**config.mk**
```make
export PLATFORM = sky130hd
export DESIGN_NAME = min_heap_priority_queue
export DESIGN_NICKNAME = d
export VERILOG_FILES = /design/src/mhpq_pkg.sv /design/src/mhpq_ram.sv /design/src/min_heap_priority_queue.sv
export SDC_FILE = /design/constraint.sdc
export NUM_CORES = 2
export LEC_CHECK = 0
export BUFFER_PORTS_ARGS = -buffer_cell sky130_fd_sc_hd__buf_4
export CORE_MARGIN = 5
export CORE_UTILIZATION = 63
export DETAILED_ROUTE_END_ITERATION = 8
export PLACE_DENSITY = 0.8
export SYNTH_ARGS = -nofsm -noshare
export SYNTH_HDL_FRONTEND = slang
export SYNTH_SLANG_ARGS = --single-unit
```
**constraint.sdc**
```tcl
create_clock -name clock -period 13.5 [get_ports clock]
set_input_delay 0 -clock clock [delete_from_list [all_inputs] [get_ports clock]]
set_output_delay 0 -clock clock [all_outputs]
set_load 0.01 [all_outputs]
```
**src/mhpq_pkg.sv**
```systemverilog
// Types, codes and the ordering compare used by the heap priority queue top level.
package mhpq_pkg;

   localparam logic OP_ENQUEUE = 1'b0;
   localparam logic OP_DEQUEUE = 1'b1;

   localparam logic [1:0] STATUS_OK    = 2'd0;
   localparam logic [1:0] STATUS_EMPTY = 2'd1;
   localparam logic [1:0] STATUS_FULL  = 2'd2;

   typedef struct packed {
      logic [15:0] id;
      logic [3:0]  prio;
      logic [31:0] arrival;
   } entry_type;

   localparam int ENTRY_W = $bits(entry_type);

   typedef struct packed {
      logic        opcode;
      logic [15:0] entry_id;
      logic [3:0]  priority_req;
      logic [31:0] arrival_order;
   } req_type;

   typedef struct packed {
      logic [1:0]  status;
      logic [15:0] out_id;
      logic [3:0]  out_priority;
      logic [31:0] out_arrival;
      logic [5:0]  occupancy;
   } rsp_type;

   // True when entry a is served before entry b: lower priority, then lower arrival.
   function automatic logic served_before(entry_type a, entry_type b);
      return {a.prio, a.arrival} < {b.prio, b.arrival};
   endfunction

endpackage

```
**src/mhpq_ram.sv**
```systemverilog
// Generic simple dual-port RAM with one write port and one registered read port.
module mhpq_ram #(
   parameter int WIDTH = 52,
   parameter int DEPTH = 32
) (
   input  logic                     clock,
   input  logic                     wr_en,
   input  logic [$clog2(DEPTH)-1:0] wr_addr,
   input  logic [WIDTH-1:0]         wr_data,
   input  logic                     rd_en,
   input  logic [$clog2(DEPTH)-1:0] rd_addr,
   output logic [WIDTH-1:0]         rd_data
);

   logic [WIDTH-1:0] mem_ff [DEPTH];

   always_ff @(posedge clock) begin
      if (wr_en) begin
         mem_ff[wr_addr] <= wr_data;
      end
      if (rd_en) begin
         rd_data <= mem_ff[rd_addr];
      end
   end

endmodule

```
**src/min_heap_priority_queue.sv**
```systemverilog
// Binary min-heap priority queue top level: sequencer, shared compare and heap RAM.
// A full or empty reject is answered from idle. An enqueue climbs the heap level by level until
// a compare stops it or it reaches the root; a dequeue reads the root and the last entry, then
// sinks level by level until a compare stops it or no child remains. One beat at a time: busy
// drops in the rsp_strobe cycle, the receiver cannot stall it, and reset (synchronous, active
// high) empties the queue.
module min_heap_priority_queue #(
   parameter int HEAP_DEPTH = 32
) (
   input  logic             clock,
   input  logic             reset,
   input  logic             start,
   output logic             busy,
   input  mhpq_pkg::req_type req_data,
   output logic             rsp_strobe,
   output mhpq_pkg::rsp_type rsp_data
);
   import mhpq_pkg::*;

   localparam int ADDR_W = $clog2(HEAP_DEPTH);
   localparam int CNT_W  = $clog2(HEAP_DEPTH + 1);
   localparam int WIDE_W = ADDR_W + 2;

   // Sequencer states.
   localparam logic [2:0] ST_IDLE    = 3'd0;
   localparam logic [2:0] ST_UP      = 3'd1;
   localparam logic [2:0] ST_UP_CMP  = 3'd2;
   localparam logic [2:0] ST_DN_ROOT = 3'd3;
   localparam logic [2:0] ST_DN_LAST = 3'd4;
   localparam logic [2:0] ST_DN      = 3'd5;
   localparam logic [2:0] ST_DN_L    = 3'd6;
   localparam logic [2:0] ST_DN_R    = 3'd7;

   logic [2:0]        state_ff, state_in;
   logic [CNT_W-1:0]  count_ff, count_in;
   logic [ADDR_W-1:0] pos_ff, pos_in;
   logic [ADDR_W-1:0] child_ff, child_in;   // left child index while sinking
   logic              lbest_ff, lbest_in;   // left child beat the moving entry
   entry_type         hold_ff, hold_in;     // the entry being sifted
   entry_type         best_ff, best_in;     // winner of the left-child compare
   entry_type         out_ff, out_in;       // dequeued entry, zero otherwise
   logic [1:0]        status_ff, status_in;
   logic              strobe_ff, strobe_in;

   logic              wr_en, rd_en;
   logic [ADDR_W-1:0] wr_addr, rd_addr;
   entry_type         wr_data, rd_data;
   logic [ENTRY_W-1:0] rd_bits;

   entry_type         cmp_a, cmp_b;
   logic              cmp_lt;

   logic [WIDE_W-1:0] count_wide, pos_wide, left_wide, right_wide;
   logic [ADDR_W-1:0] parent_idx;
   logic [CNT_W+5:0]  occ_wide;
   entry_type         new_entry;

   mhpq_ram #(
      .WIDTH(ENTRY_W),
      .DEPTH(HEAP_DEPTH)
   ) u_heap_ram (
      .clock  (clock),
      .wr_en  (wr_en),
      .wr_addr(wr_addr),
      .wr_data(wr_data),
      .rd_en  (rd_en),
      .rd_addr(rd_addr),
      .rd_data(rd_bits)
   );

   assign rd_data = entry_type'(rd_bits);

   // The one key comparator, shared by the climb and the sink.
   assign cmp_lt = served_before(cmp_a, cmp_b);

   assign count_wide = {{(WIDE_W - CNT_W){1'b0}}, count_ff};
   assign pos_wide   = {2'b00, pos_ff};
   assign left_wide  = (pos_wide << 1) + WIDE_W'(1);
   assign right_wide = (pos_wide << 1) + WIDE_W'(2);
   assign parent_idx = (pos_ff - ADDR_W'(1)) >> 1;

   assign new_entry.id      = req_data.entry_id;
   assign new_entry.prio    = req_data.priority_req;
   assign new_entry.arrival = req_data.arrival_order;

   always_comb begin
      state_in  = state_ff;
      count_in  = count_ff;
      pos_in    = pos_ff;
      child_in  = child_ff;
      lbest_in  = lbest_ff;
      hold_in   = hold_ff;
      best_in   = best_ff;
      out_in    = out_ff;
      status_in = status_ff;
      strobe_in = 1'b0;
      wr_en     = 1'b0;
      wr_addr   = pos_ff;
      wr_data   = hold_ff;
      rd_en     = 1'b0;
      rd_addr   = pos_ff;
      cmp_a     = hold_ff;
      cmp_b     = rd_data;

      case (state_ff)
         ST_IDLE: begin
            if (start) begin
               out_in    = '0;
               status_in = STATUS_OK;
               if (req_data.opcode == OP_ENQUEUE) begin
                  if (count_ff >= CNT_W'(HEAP_DEPTH)) begin
                     status_in = STATUS_FULL;
                     strobe_in = 1'b1;
                  end else begin
                     hold_in  = new_entry;
                     pos_in   = count_ff[ADDR_W-1:0];
                     count_in = count_ff + CNT_W'(1);
                     state_in = ST_UP;
                  end
               end else begin
                  if (count_ff == '0) begin
                     status_in = STATUS_EMPTY;
                     strobe_in = 1'b1;
                  end else begin
                     rd_en    = 1'b1;
                     rd_addr  = '0;
                     count_in = count_ff - CNT_W'(1);
                     state_in = ST_DN_ROOT;
                  end
               end
            end
         end

         ST_UP: begin
            if (pos_ff == '0) begin
               wr_en     = 1'b1;
               strobe_in = 1'b1;
               state_in  = ST_IDLE;
            end else begin
               rd_en    = 1'b1;
               rd_addr  = parent_idx;
               state_in = ST_UP_CMP;
            end
         end

         ST_UP_CMP: begin
            // Parent is on the read port; a lower key moves the parent down.
            wr_en = 1'b1;
            if (cmp_lt) begin
               wr_data  = rd_data;
               pos_in   = parent_idx;
               state_in = ST_UP;
            end else begin
               strobe_in = 1'b1;
               state_in  = ST_IDLE;
            end
         end

         ST_DN_ROOT: begin
            out_in   = rd_data;
            rd_en    = 1'b1;
            rd_addr  = count_ff[ADDR_W-1:0];
            state_in = ST_DN_LAST;
         end

         ST_DN_LAST: begin
            hold_in  = rd_data;
            pos_in   = '0;
            state_in = ST_DN;
         end

         ST_DN: begin
            if (left_wide >= count_wide) begin
               wr_en     = 1'b1;
               strobe_in = 1'b1;
               state_in  = ST_IDLE;
            end else begin
               rd_en    = 1'b1;
               rd_addr  = left_wide[ADDR_W-1:0];
               child_in = left_wide[ADDR_W-1:0];
               state_in = ST_DN_L;
            end
         end

         ST_DN_L: begin
            cmp_a = rd_data;
            cmp_b = hold_ff;
            if (right_wide < count_wide) begin
               lbest_in = cmp_lt;
               best_in  = cmp_lt ? rd_data : hold_ff;
               rd_en    = 1'b1;
               rd_addr  = right_wide[ADDR_W-1:0];
               state_in = ST_DN_R;
            end else begin
               wr_en = 1'b1;
               if (cmp_lt) begin
                  wr_data  = rd_data;
                  pos_in   = child_ff;
                  state_in = ST_DN;
               end else begin
                  strobe_in = 1'b1;
                  state_in  = ST_IDLE;
               end
            end
         end

         ST_DN_R: begin
            // The right child must beat the better of the left child and the moving entry.
            cmp_a = rd_data;
            cmp_b = best_ff;
            wr_en = 1'b1;
            if (cmp_lt) begin
               wr_data  = rd_data;
               pos_in   = child_ff + ADDR_W'(1);
               state_in = ST_DN;
            end else if (lbest_ff) begin
               wr_data  = best_ff;
               pos_in   = child_ff;
               state_in = ST_DN;
            end else begin
               strobe_in = 1'b1;
               state_in  = ST_IDLE;
            end
         end

         default: begin
            state_in = ST_IDLE;
         end
      endcase
   end

   always_ff @(posedge clock) begin
      if (reset) begin
         state_ff  <= ST_IDLE;
         count_ff  <= '0;
         strobe_ff <= 1'b0;
      end else begin
         state_ff  <= state_in;
         count_ff  <= count_in;
         strobe_ff <= strobe_in;
      end
      pos_ff    <= pos_in;
      child_ff  <= child_in;
      lbest_ff  <= lbest_in;
      hold_ff   <= hold_in;
      best_ff   <= best_in;
      out_ff    <= out_in;
      status_ff <= status_in;
   end

   // Occupancy carries the low six bits of the count.
   assign occ_wide = {6'b000000, count_ff};

   assign busy                  = (state_ff != ST_IDLE);
   assign rsp_strobe            = strobe_ff;
   assign rsp_data.status       = status_ff;
   assign rsp_data.out_id       = out_ff.id;
   assign rsp_data.out_priority = out_ff.prio;
   assign rsp_data.out_arrival  = out_ff.arrival;
   assign rsp_data.occupancy    = occ_wide[5:0];

endmodule
```
==> impl_metrics.env <==
export IMPL_status="complete, no violations"
export IMPL_die_w_um=363
export IMPL_fin_setup_tns_ns=0
export IMPL_power_uw=22700
export IMPL_cts_buffers=178
export IMPL_cp_arrival_ns=8.11
export IMPL_grt_pass1_vias=47000
export IMPL_numPortBuffers=117
export IMPL_clock_latency_ns=0.84
export IMPL_synth_simple_area_share_pct=7.33
export IMPL_synth_area_leaders="edfxtp_1 (72%), mux2i_1 (9.9%), nand2_1 (3.5%), mux2_2 (1.5%), nand3_1 (1.3%)"
export IMPL_synth_ff_type="edfxtp_1"
export IMPL_path_delay_family="compound AO/OA/AOI/OAI gates"
export IMPL_drive_gt1_share_pct=12.9
export IMPL_synth_xor_area_share_pct=0.145
export IMPL_ys_ff_latch=1894
export IMPL_grt_pass1_wl_mm=321
export IMPL_dpl_hpwl_mm=116
export IMPL_leakage_uw=0.0315
export IMPL_synthMuxAreaShare_pct=11.4
export IMPL_endpoint_kind="flip-flop"
export IMPL_worstSetupStartpointType="flip-flop"
export IMPL_clkPwrFrac_pct=21.4
export IMPL_row_count=129
export IMPL_synth_cell_area_mm2=0.0785
export IMPL_syn_num_nets=5279
export IMPL_combPwrFrac_pct=42.9
export IMPL_yosys_area_top_type_share_pct=72.0
export IMPL_cts_htree_levels=4
export IMPL_cts_root_buffer="clkbuf_16"
export IMPL_overflow=0
export IMPL_r2r_slack_ns=5.83
export IMPL_hp_start="req_data[41]"
export IMPL_r2r_end="u_heap_ram.mem_ff[29][17]"
export IMPL_via_per_inst=6.94
export IMPL_nets=5441
export IMPL_power_density_mw_per_mm2=259
export IMPL_setup_viol=0
export IMPL_path_clk_slew_ns=0.07
export IMPL_grt_usage_pct=34.0
export IMPL_antenna_found_initial=5
export IMPL_cp_max_fo=50
export IMPL_swShare_pct=40.0
export IMPL_min_period_ns=7.67
export IMPL_switchingPower_uw=9090
export IMPL_vdd_drop_max_v=0.000360
export IMPL_ys_types=76
export IMPL_drt_wl_total_mm=228
export IMPL_ys_seq_area_share_pct=72.3
export IMPL_cp_num_buf_inv=4
export IMPL_whs_path_depth=3
export IMPL_fp_dieH_um=363
export IMPL_slew_viol_final=0
export IMPL_drt_initial_drc_count=8610
export IMPL_cts_tree="built"
export IMPL_power_internal_uw=13600
export IMPL_start_util_pct=63.4
export IMPL_grt_max_degree=166
export IMPL_cpMaxStageDelayCell="a32o_1"
export IMPL_routedWlPerCell_um=32.0
export IMPL_maxCapViolations=0
export IMPL_synth_compound_area_share_pct=5.83
export IMPL_drt_pass1_iter_count=8
export IMPL_rr_startpoint="state_ff[2]"
export IMPL_dr_total_vias=49400
export IMPL_tightest_slew_ns=1.39
export IMPL_hp_class="in -> reg"
export IMPL_skew_ns=0.0389
export IMPL_area_growth_syn_to_layout_pct=11.7
export IMPL_synthCells=5167
export IMPL_core_mm2=0.124
export IMPL_required_ns=13.95
export IMPL_sequentialPowerShare_pct=35.7
export IMPL_die_area_mm2=0.132
export IMPL_place_congestion=1.02
export IMPL_route_detailed_drc=0
export IMPL_critPathKind="reg -> reg"
export IMPL_hold_path_endpoint="hold_ff[41]"
export IMPL_hold_viol_final=0
export IMPL_crit_chain="clkinv_1 -> nor2_4 -> buf_4 -> nand2_1 -> nand2_1 -> ha_1 -> a21o_1 -> a21o_1 -> a21o_1 -> a211oi_1 -> o21ai_0 -> a211oi_4 -> buf_4 -> buf_4 -> and2_1 -> a311o_1 -> a32o_1"
export IMPL_synth_top_family_by_area="multiplexers"
export IMPL_yosysTopAreaCell="edfxtp_1"
export IMPL_slew_limit_headroom_pct=7.10
export IMPL_final_antenna_net_count=0
export IMPL_synth_edf_count=1884
export IMPL_period_share_pct=56.8
export IMPL_syn_area_per_cell_um2=15.2
export IMPL_fmax_ghz=0.130
export IMPL_cts_sinks=1894
export IMPL_synthAdderAreaFrac_pct=0.902
export IMPL_async_reset_ff_share_pct=0
export IMPL_clockBufferDepth=3
export IMPL_slowest_delay_ns=0.97
export IMPL_rsz0062_at_grt="no"
export IMPL_reg2reg_depth=17
export IMPL_pin_count=118
export IMPL_ys_warn_count=0
cell usage after synthesis (all sizes together) (4+ instances only):
cell type	instances
ha	55
edfxtp	1884
a31oi	96
nand2	730
a2111oi	29
mux2i	779
inv	49
nand3b	7
buf	134
a21oi	97
nand2b	7
nor3	7
and3	58
o211ai	17
clkbuf	187
nand4	14
a221o	7
mux2	104
nand3	203
a32oi	91
xnor2	9
xor2	4
a22oi	62
a211oi	15
o21ai	61
nor4	48
and2	6
a221oi	8
nor2	194
or3	5
a311oi	36
dfxtp	10
a21o	16
o22ai	94
registers in the layout, summed over array words and instances, names as in the netlist, 2 cells and up:
| name | count |
|---|---|
| best_ff | 52 |
| child_ff | 4 |
| count_ff | 6 |
| hold_ff | 52 |
| pos_ff | 5 |
| rsp_data | 52 |
| state_ff | 3 |
| status_ff | 2 |
| u_heap_ram.mem_ff | 1664 |
| u_heap_ram.rd_data | 52 |
layout by cell type (no fill, tap or decap), types with 14 or more instances in the layout:
| master | n |
|---|---|
| edfxtp_1 | 1884 |
| mux2i_1 | 779 |
| nand2_1 | 722 |
| buf_4 | 239 |
| nand3_1 | 203 |
| clkbuf_16 | 179 |
| nor2_1 | 158 |
| mux2_2 | 104 |
| a21oi_1 | 96 |
| a31oi_1 | 95 |
| o22ai_1 | 94 |
| a32oi_1 | 91 |
| a22oi_1 | 62 |
| dlygate4sd3_1 | 62 |
| and3_1 | 56 |
| ha_1 | 55 |
| inv_1 | 48 |
| clkbuf_1 | 44 |
| clkinv_1 | 39 |
| nor2_4 | 36 |
| a311oi_1 | 36 |
| clkinv_2 | 33 |
| nor4_2 | 30 |
| a2111oi_0 | 29 |
| o21ai_1 | 25 |
| o21ai_0 | 19 |
| nor4_1 | 18 |
| o211ai_1 | 17 |
| a21o_1 | 16 |
| o21ai_2 | 16 |
| a211oi_1 | 14 |
| nand4_1 | 14 |
per-stage QoR:
| step | hold WS [ns] | setup WS (ns) | util [%] | instance area, um2 | cells |
|---|---|---|---|---|---|
| 3_3_place_gp | 0.285 | 6.31 | 65.8 | 81500 | 6724 |
| 4_1_cts | 0.00210 | 6.02 | 70.8 | 87700 | 7112 |
| 2_1_floorplan | 0.193 | 7.39 | - | 78500 | 5167 |
| 6_report | 0.0408 | 5.83 | 70.8 | 87700 | 7113 |
| 3_5_place_dp | 0.291 | 6.06 | 65.8 | 81500 | 6724 |
| 5_1_grt | 0.0316 | 5.58 | 70.8 | 87700 | 7112 |
logic make-up after synthesis:
logic type               Yosys count
AO/OA/AOI/OAI                    657
XOR/XNOR                          13
adder cells (fa/ha/maj)           56
buffers and inverters            372
flip-flops                      1894
multiplexers                     883
AND/OR/NAND/NOR                 1292
power groups by stage:
stage | logic (uW) | clock network, uW | registers, uW
after floorplan | 6590 | 0 | 8060
after global placement | 9160 | 0 | 8170
after detailed placement | 9380 | 0 | 8190
after CTS | 9460 | 4880 | 8070
after global routing | 10200 | 5140 | 8110
final | 9750 | 4870 | 8100
cell type report:
type                            instances  area (um2)
Inverter                               51         191
Clock buffer                          225        4670
Multi-Input combinational cell       2901       20600
Sequential cell                      1894       56800
Fill cell                            7403       36100
Clock inverter                        101         947
Tap cell                             1637        2050
Antenna cell                            1        2.50
Timing Repair Buffer                  303        2450
tightest hold or removal path, stage by stage:
cell and delay, ns:
dlygate4sd3_1 0.52, buf_4 0.10, mux2_2 0.14
worst max path at each step:
stage	start	end	cells past startpoint
floorplan	pos_ff[3]	u_heap_ram.mem_ff[10][0]	12
global placement	pos_ff[2]	u_heap_ram.rd_data[20]	15
detailed placement	pos_ff[2]	u_heap_ram.rd_data[23]	15
CTS	pos_ff[2]	u_heap_ram.rd_data[23]	15
global route	pos_ff[2]	u_heap_ram.rd_data[23]	15
finish	state_ff[2]	u_heap_ram.mem_ff[29][17]	17
layer usage:
| metal | GRT usage [%] | part of all wire, % | up-vias |
|---|---|---|---|
| li1 | - | - | 20300 |
| met1 | 46.9 | 35 | 24100 |
| met2 | 50.8 | 44 | 4249 |
| met3 | 11.2 | 16 | 731 |
| met4 | 13.9 | 4.8 | 2 |
| met5 | 0 | 0.0057 | - |
timing repair:
item,CTS,global route
resized for setup,0,0
hold buffers,62,0
hold endpoints to repair,71,0
setup buffers,0,0
(Power assumes the default switching activity.)
